==> config.mk <==
export PLATFORM = sky130hd
export DESIGN_NAME = rfft_front_flat
export DESIGN_NICKNAME = d
export VERILOG_FILES = /design/src/rtl/radix2_complex_fft_defines.svh /design/src/rtl/rfft_pkg.sv /design/src/rtl/rfft_if.sv /design/src/rtl/rfft_front.sv /design/src/flat_wrapper.sv
export SDC_FILE = /design/constraint.sdc
export NUM_CORES = 1
export LEC_CHECK = 0
export BUFFER_PORTS_ARGS = -buffer_cell sky130_fd_sc_hd__buf_2
export CORE_UTILIZATION = 35
export CTS_CLUSTER_DIAMETER = 50
export DETAILED_ROUTE_END_ITERATION = 12
export PLACE_DENSITY = 0.62
export SLEW_MARGIN = 20
export SYNTH_ARGS = -nofsm -noshare
export SYNTH_HDL_FRONTEND = slang
export SYNTH_SLANG_ARGS = --single-unit
==> constraint.sdc <==
create_clock -name clk -period 2.3 [get_ports clk]
set_input_delay 0.23 -clock clk [delete_from_list [all_inputs] [get_ports clk]]
set_output_delay 0.23 -clock clk [all_outputs]
set_load 0.02 [all_outputs]
==> src/rtl/radix2_complex_fft_defines.svh <==
// assertion macros used by the fft back end
`ifndef RADIX2_COMPLEX_FFT_DEFINES_SVH
`define RADIX2_COMPLEX_FFT_DEFINES_SVH
`ifndef SYNTH
`define RFFT_CHECK(lbl, prop, msg) \
  lbl: assert property (@(posedge clk) disable iff (rst) prop) else $error(msg);
`define RFFT_CHECK_NEXT(lbl, ante, cons, msg) \
  lbl: assert property (@(posedge clk) disable iff (rst) (ante) |=> (cons)) else $error(msg);
`else
`define RFFT_CHECK(lbl, prop, msg)
`define RFFT_CHECK_NEXT(lbl, ante, cons, msg)
`endif
`endif

==> src/rtl/rfft_pkg.sv <==
// shared constants, types and twiddle rom builder of the fft
package rfft_pkg;

  localparam int MAX_LOG2_LENGTH = 10;
  localparam int SAMPLE_BITS     = 16;
  localparam int TWIDDLE_BITS    = 18;
  localparam int LOG2_RESET      = 10;

  localparam int WORK_BITS  = 48;
  localparam int FRAC_BITS  = 16;
  localparam int LO_BITS    = 24;
  localparam int HI_BITS    = WORK_BITS - LO_BITS;
  localparam int QUEUE_DEPTH = 2;

  localparam int CFG_INDEX_BITS = 1;
  localparam int CFG_DATA_BITS  = 4;
  localparam logic [CFG_INDEX_BITS-1:0] CFG_LOG2_LENGTH = 1'b0;
  localparam logic [CFG_INDEX_BITS-1:0] CFG_DIRECTION   = 1'b1;

  localparam logic ACT_LOAD  = 1'b0;
  localparam logic ACT_DRAIN = 1'b1;

  localparam longint unsigned PI2_Q30 = 64'd6746518852;

  typedef struct packed {
    logic valid;
    logic load;
  } queue_ctl_t;

  // one taylor term divided by (2n)(2n+1), fixed divisors per term
  function automatic longint unsigned taylor_div(input longint unsigned v,
                                                 input int unsigned n);
    case (n)
      1:       return v / 64'd6;
      2:       return v / 64'd20;
      3:       return v / 64'd42;
      4:       return v / 64'd72;
      5:       return v / 64'd110;
      6:       return v / 64'd156;
      7:       return v / 64'd210;
      default: return v;
    endcase
  endfunction

  // sin(2 pi j / 2^tw_log2) from an integer taylor series in q30
  function automatic longint unsigned sine_value(input int unsigned j,
                                                 input int unsigned tw_log2,
                                                 input int unsigned tw_frac);
    longint unsigned x;
    longint unsigned x2;
    longint unsigned term;
    longint unsigned q;
    longint          sum;
    int unsigned     sh;
    int unsigned     n;
    x    = (PI2_Q30 * longint'(j) + (64'd1 << (tw_log2 - 1))) >> tw_log2;
    x2   = (x * x + (64'd1 << 29)) >> 30;
    term = x;
    sum  = longint'(x);
    for (n = 1; n <= 7; n++) begin
      term = taylor_div((term * x2 + (64'd1 << 29)) >> 30, n);
      if (n[0]) sum = sum - longint'(term);
      else      sum = sum + longint'(term);
    end
    if (sum < 0) sum = 0;
    q = longint'(sum);
    if (tw_frac < 30) begin
      sh = 30 - tw_frac;
      q  = (q + (64'd1 << (sh - 1))) >> sh;
    end else begin
      q = q << (tw_frac - 30);
    end
    return q;
  endfunction

endpackage

==> src/rtl/rfft_if.sv <==
// input and output channel interfaces of the fft
interface rfft_in_if #(
  parameter int SAMPLE_BITS = rfft_pkg::SAMPLE_BITS
);
  logic                          valid;
  logic                          ready;
  logic                          action;
  logic signed [SAMPLE_BITS-1:0] real_in;
  logic signed [SAMPLE_BITS-1:0] imag_in;

  modport source (output valid, action, real_in, imag_in, input ready);
  modport sink   (input valid, action, real_in, imag_in, output ready);
endinterface


==> src/rtl/rfft_front.sv <==
// front end: takes input items, tags load or drain, and queues them
module rfft_front #(
  parameter int SAMPLE_BITS = rfft_pkg::SAMPLE_BITS
) (
  input  logic                          clk,
  input  logic                          rst,
  rfft_in_if.sink                       in_ch,
  output rfft_pkg::queue_ctl_t          q_ctl,
  output logic signed [SAMPLE_BITS-1:0] q_re,
  output logic signed [SAMPLE_BITS-1:0] q_im,
  input  logic                          q_pop
);

  localparam int PTR_W = $clog2(rfft_pkg::QUEUE_DEPTH);
  localparam int CNT_W = $clog2(rfft_pkg::QUEUE_DEPTH + 1);

  logic                          ent_load [rfft_pkg::QUEUE_DEPTH];
  logic signed [SAMPLE_BITS-1:0] ent_re   [rfft_pkg::QUEUE_DEPTH];
  logic signed [SAMPLE_BITS-1:0] ent_im   [rfft_pkg::QUEUE_DEPTH];
  logic [PTR_W-1:0]              wr_ptr;
  logic [PTR_W-1:0]              rd_ptr;
  logic [CNT_W-1:0]              count;
  logic                          push;

  assign in_ch.ready = (count != CNT_W'(rfft_pkg::QUEUE_DEPTH));
  assign push        = in_ch.valid && in_ch.ready;

  always_ff @(posedge clk) begin
    if (rst) begin
      wr_ptr <= '0;
      rd_ptr <= '0;
      count  <= '0;
    end else begin
      if (push)  wr_ptr <= wr_ptr + PTR_W'(1);
      if (q_pop) rd_ptr <= rd_ptr + PTR_W'(1);
      if (push && !q_pop)      count <= count + CNT_W'(1);
      else if (!push && q_pop) count <= count - CNT_W'(1);
    end
  end

  always_ff @(posedge clk) begin
    if (push) begin
      ent_load[wr_ptr] <= (in_ch.action == rfft_pkg::ACT_LOAD);
      ent_re[wr_ptr]   <= in_ch.real_in;
      ent_im[wr_ptr]   <= in_ch.imag_in;
    end
  end

  assign q_ctl.valid = (count != '0);
  assign q_ctl.load  = ent_load[rd_ptr];
  assign q_re        = ent_re[rd_ptr];
  assign q_im        = ent_im[rd_ptr];

endmodule

==> src/flat_wrapper.sv <==
// flat-port wrapper written by rule: the top's interface ports become plain ports
module rfft_front_flat 
#(
  parameter int SAMPLE_BITS = rfft_pkg::SAMPLE_BITS
)
  (clk, rst, q_ctl, q_re, q_im, q_pop, in_ch_valid, in_ch_action, in_ch_real_in, in_ch_imag_in, in_ch_ready);
  rfft_in_if #(.SAMPLE_BITS(SAMPLE_BITS)) in_ch_i ();
  input  logic clk;
  input  logic rst;
  output rfft_pkg::queue_ctl_t q_ctl;
  output logic signed [SAMPLE_BITS-1:0] q_re;
  output logic signed [SAMPLE_BITS-1:0] q_im;
  input  logic q_pop;
  input wire logic [$bits(in_ch_i.valid)-1:0] in_ch_valid;
  input wire logic [$bits(in_ch_i.action)-1:0] in_ch_action;
  input wire logic [$bits(in_ch_i.real_in)-1:0] in_ch_real_in;
  input wire logic [$bits(in_ch_i.imag_in)-1:0] in_ch_imag_in;
  output wire logic [$bits(in_ch_i.ready)-1:0] in_ch_ready;
  assign in_ch_i.valid = in_ch_valid;
  assign in_ch_i.action = in_ch_action;
  assign in_ch_i.real_in = in_ch_real_in;
  assign in_ch_i.imag_in = in_ch_imag_in;
  assign in_ch_ready = in_ch_i.ready;
  rfft_front #(.SAMPLE_BITS(SAMPLE_BITS)) u_core (.clk(clk), .rst(rst), .in_ch(in_ch_i), .q_ctl(q_ctl), .q_re(q_re), .q_im(q_im), .q_pop(q_pop));
endmodule
==> results of run 1 <==
==> synthesized netlist by cell type, drive strengths merged, types with 2 or more instances <==
master   n  area, um^2
edfxtp  66        1980
mux2    33         372
dfxtp    5         100
buf      4        22.5
inv      3        11.3
nor2     3        11.3
a21oi    2        10.0
xor2     2        17.5
==> flip-flops by register name, indices dropped and copies added, names as in the netlist, named ones only <==
register	count
u_core.count	2
u_core.ent_im	32
u_core.ent_load	2
u_core.ent_re	32
u_core.rd_ptr	1
u_core.wr_ptr	1
==> kinds of logic after synthesis <==
| logic type | count (synthesis) | synth area share [%] |
|---|---|---|
| compound gates | 4 | 0.959 |
| buf+inv | 7 | 1.29 |
| mux | 33 | 14.2 |
| flops | 71 | 79.8 |
| simple gates | 9 | 2.21 |
| fa+ha+maj | 1 | 0.480 |
| xor+xnor | 3 | 1.01 |
==> report_power, final <==
| part | leakage [nW] | switching, mW | internal, mW | total (mW) |
|---|---|---|---|---|
| Clock | 0.0941 | 0.440 | 0.491 | 0.930 |
| Sequential | 0.658 | 0.0373 | 1.56 | 1.60 |
| Combinational | 0.501 | 0.306 | 0.212 | 0.518 |
| Total | 1.25 | 0.783 | 2.26 | 3.05 |
==> final timing paths <==
kind	endpoint	cells after the start	slack [ps]	start
worst max-delay path	q_re[12]	3	390	register
worst min register to register	register	2	520	u_core.rd_ptr
worst min-delay path	u_core.ent_re[1][3]	1	80	in_ch_real_in[3]
worst max register to register	u_core.count[1]	5	760	u_core.count[0]
==> metrics by stage <==
stage	power [mW]	cell area, um^2	setup slack, ps
after global routing	3.19	3290	287
after global placement	2.15	3100	726
after detailed placement	2.16	3100	707
after CTS	3.09	3290	335
after floorplan	1.97	2610	474
final	3.05	3290	389
==> worst max-delay path, delay by kind of cell, from the launching register on <==
| family | cells | cell delay [ps] |
|---|---|---|
| DFF | 1 | 390 |
| buffers and inverters | 2 | 560 |
| muxes | 1 | 400 |
==> routing by layer <==
layer	vias up	share of wire [%]
li1	661	-
met1	667	42
met2	52	48
met3	12	6.2
met4	0	3.1
met5	-	0
==> final cells by class <==
| cell class | instances | area (um^2) |
|---|---|---|
| fillers | 683 | 3920 |
| clock inverters | 7 | 63.8 |
| repair buffers | 76 | 393 |
| clock buffers | 9 | 124 |
| multi-input cells | 50 | 493 |
| inverters | 3 | 11.3 |
| well taps | 99 | 124 |
| flip-flops and latches | 71 | 2080 |
==> reports/qor.yml, run 1 <==
start_kind: "register"
gr-usage-met3_pct: 3.64
power.leakage_nw: 1.25
numCtsBuffers: 9
clock-root-buffer: "clkbuf_8"
numPortBuffers: 71
ant_nets: 0
cts-resized-gates: 0
post_drt_wl_per_cell_um: 13.8
async_flop_share_pct: 0
antenna_cells: 0
drt_iter0_drc: 42
synthDistinctLibCells: 19
cp_max_fo: 30
slowest_stage: "buf_4"
required_ps: 2070
gp_congestion: 0.708
grt_use_total_pct: 12.1
grt_overflow: 0
tightest_slew_ps: 409
antenna_found_initial: 0
cellPowerDensity_nw_per_um2: 926
fin_cells: 315
grt_pass1_vias: 1375
viasPerCell: 4.42
dieArea_um2: 7800
clk_pin_slew_ps: 70
gr-usage-met1_pct: 14.2
utilization_pct: 45.6
ctsLongestPathBuffers: 2
tns_ps: 0
synth_edf_count: 66
io_pins: 72
hp-class: "in2reg"
syn2layout_area_growth_pct: 26.1
maxCapViolations: 0
vias: 1392
holdWs_ps: 75.0
core_um2: 7210
die_y_um: 88.3
slew_viol_final: 0
place_hpwl_um: 2820
drive_gt1_share_pct: 58.3
initial_core_util_pct: 36.2
layout_common_cells: "buf_2 (71), edfxtp_1 (66), mux2_2 (33)"
dr.pass1.iters: 4
fp.dieW_um: 88.3
drt_wl_total_um: 4330
end_kind: "primary output"
outcome: "finished, final reports clean"
htreeDepth: 3
clock.fmax_mhz: 523
syn_inst: 128
ys_seq_area_share_pct: 79.8
critical_path_class: "reg2out"
synthesis.area_um2: 2610
hold_buffers: 0
grt_util_met2_pct: 18.5
postCtsSetupRepairBufs: 0
max_stage_delay_ps: 400
grt_setup_unrepaired: "no"
drc: 0
final_hold_viol_count: 0
cts_tree: "yes"
slew_headroom_pct: 72.8
crit_path_cell_trace: "buf_4 > mux2_2 > buf_2"
clock_skew_ps: 9.57
ir_drop_uv: 404
arrival_ps: 1680
busiest_layer: "met2"
syn-num-nets: 166
setup_viol: 0
layout.nets: 249
grt_max_degree: 31
ys.flop_type: "edfxtp_1"
grt_pass1_wl_um: 6580
cts_sinks: 71
place_inst: 299
yosys_warnings: 0
syn_avg_cell_area_um2: 20.4
rows: 31
fin_crit_ps: 1910
clk_latency_ps: 340
ys_seq_elements: 71
layout_commonest_cell: "buf_2"
finalCritPeriodShare_pct: 83.1
Power figures use the tool's default switching activity.
==> run 2, diff against run 1 <==
ABC_AREA = 1   (was not set)
PLACE_DENSITY = 0.64   (was 0.62)
clock period = 1.55 ns   (was 2.3 ns; I/O delays follow)
==> run 2 against run 1 <==
Compared with the run above:
- power rose by 60%
- critical path depth unchanged
- non-clock buffer count rose by 32
- largest power group unchanged
- highest routed layer unchanged
- register-to-register slack worse by 620 ps
- global-route usage down 0.29 points
- via count up 12%
==> reports/qor.yml, run 2 <==
critical_path_class: "reg2out"
slew_headroom_pct: 87.8
yosys_warnings: 0
drt_wl_total_um: 4720
numPortBuffers: 71
antenna_found_initial: 0
drt_iter0_drc: 40
ys_seq_elements: 71
final.fill_count: 652
cts_sinks: 71
end_kind: "primary output"
io_pins: 72
grt_overflow: 0
fin_crit_ps: 1530
grt_pass1_vias: 1562
place_inst: 316
place_hpwl_um: 3080
required_ps: 1390
ir_drop_uv: 609
htreeDepth: 3
slew_viol_final: 0
layout_commonest_cell: "edfxtp_1"
grt_use_total_pct: 11.8
internal-power_mw: 3.72
die_y_um: 91.0
arrival_ps: 1370
fp.dieW_um: 91.0
combPwrFrac_pct: 20.7
drive_gt1_share_pct: 51.0
ys_seq_area_share_pct: 75.0
maxCapViolations: 0
grt_setup_unrepaired: "yes"
final_hold_viol_count: 0
clock_skew_ps: 13.5
synthDistinctLibCells: 15
clock.fmax_mhz: 655
dr.pass1.iters: 3
start_kind: "register"
outcome: "finished, final reports clean"
clkPwrFrac_pct: 31.6
core_um2: 7690
drc: 0
syn_inst: 139
tightest_slew_ps: 183
cp_max_fo: 7
gp_congestion: 0.663
grt_pass1_wl_um: 7210
cts_tree: "yes"
clk_latency_ps: 340
clock-root-buffer: "clkbuf_8"
antenna_cells: 0
switching_share_pct: 23.8
synthesis.area_um2: 2780
async_flop_share_pct: 0
p_sw_mw: 1.16
grt_max_degree: 25
reg.largest.list: "u_core.ent_im (32), u_core.ent_re (32)"
vias: 1554
ys_top_cells_by_area: "edfxtp_1 (71%), mux2_4 (16%), dfxtp_1 (3.6%)"
clk_pin_slew_ps: 70
rows: 32
fin_cells: 361
syn-num-nets: 177
synth_most_common_cell: "edfxtp_1"
power.leakage_nw: 1.63
seq_power_share_pct: 47.7
synth_common_cells: "edfxtp_1 (66), mux2_4 (30), inv_1 (10), nand2_1 (7), nor2_1 (7)"
layout_common_cells: "edfxtp_1 (66), buf_2 (43), mux2_4 (33)"
ff_latch_area_um2: 2090
ctsLongestPathBuffers: 2
multi_input_area_um2: 621
cellPowerDensity_nw_per_um2: 1210
hp-class: "in2reg"
ant_nets: 0
tns_ps: 0
initial_core_util_pct: 36.1
synth_edf_count: 66
finalCritPeriodShare_pct: 98.5
numCtsBuffers: 9
setup_viol: 0
yosysTopAreaCell: "edfxtp_1"
ys.flop_type: "edfxtp_1"
viasPerCell: 4.30
dieArea_um2: 8290
synth_top_area_share_pct: 71.4
layout.nets: 292
syn2layout_area_growth_pct: 45.2
post_drt_wl_per_cell_um: 13.1
syn_avg_cell_area_um2: 20.0
r2r_slack_ps: 140
run 2: changes by cell type after synthesis, sizes merged, moves of 2 or more:
cell / before / now
inv: 3 / 10
nand2: 0 / 7
nor2: 3 / 7
xor2: 2 / 0
run 2: cell families (layout without fill, tap and decap cells):
kind of cell    Yosys count  after routing  synth area share (%)
fa+ha+maj                 1              1                 0.451
xor+xnor                  1              1                 0.316
simple gates             16             16                  2.30
flops                    71             71                  75.0
buf+inv                  14            134                  3.92
compound gates            3              3                 0.541
mux                      33             33                  17.4
run 2: area by class of cell:
| type | instances | area share [%] |
|---|---|---|
| Timing Repair Buffer | 108 | 23.5 |
| Multi-Input combinational cell | 54 | 15.4 |
| Clock buffer | 10 | 3.17 |
| Tap cell | 102 | 3.17 |
| Sequential cell | 71 | 51.8 |
| Clock inverter | 6 | 2.11 |
| Inverter | 10 | 0.931 |
run 2: power by group through the flow:
stage          sequential [mW]  combinational [mW]  clock (mW)
2_1_floorplan             2.35               0.563           0
3_3_place_gp              2.37               0.794           0
3_5_place_dp              2.37               0.800           0
4_1_cts                   2.33               0.864        1.60
5_1_grt                   2.34                1.07        1.67
6_report                  2.33                1.01        1.54
run 2: worst max-delay path, stage by stage (launching register included):
cell	delay, ps
dfxtp_4	430
clkbuf_16	180
mux2_4	310
buf_6	130
run 2: final timing paths:
| path | from | endpoint | cells after the start |
|---|---|---|---|
| setup / recovery | register | q_im[1] | 3 |
| hold / removal | in_ch_real_in[3] | u_core.ent_re[0][3] | 1 |
| hold reg to reg | u_core.rd_ptr | register | 2 |
| setup reg to reg | u_core.count[0] | u_core.count[1] | 10 |
run 2: what timing repair did:
action                     in CTS  in global routing
hold endpoints to repair       41                  6
gates cloned                    0                  1
hold buffers                   22                  5
setup endpoints to repair      30                 25
setup buffers                   1                  0
gates resized for setup         6                 59
run 2: metal layers:
layer	routed length [um]	share of wire, %	GRT usage [%]	vias to the layer above
met5	0	0	0	-
met1	1990	42	13.5	744
met2	2390	51	19.6	49
li1	-	-	-	747
met4	157	3.3	7.54	0
met3	183	3.9	3.02	14
run 2: metrics by stage:
stage                     area [um^2]  hold slack [ps]  worst slack, ps  utilization [%]  power (mW)
after floorplan                  2800              227             14.7                -        2.92
after global placement           3310              343              200             43.1        3.16
after detailed placement         3310              346              131             43.1        3.17
after CTS                        3770            0.164            -39.4             49.0        4.79
after global routing             4030           0.0313            -36.1             52.4        5.09
final                            4030             16.3             23.4             52.4        4.88
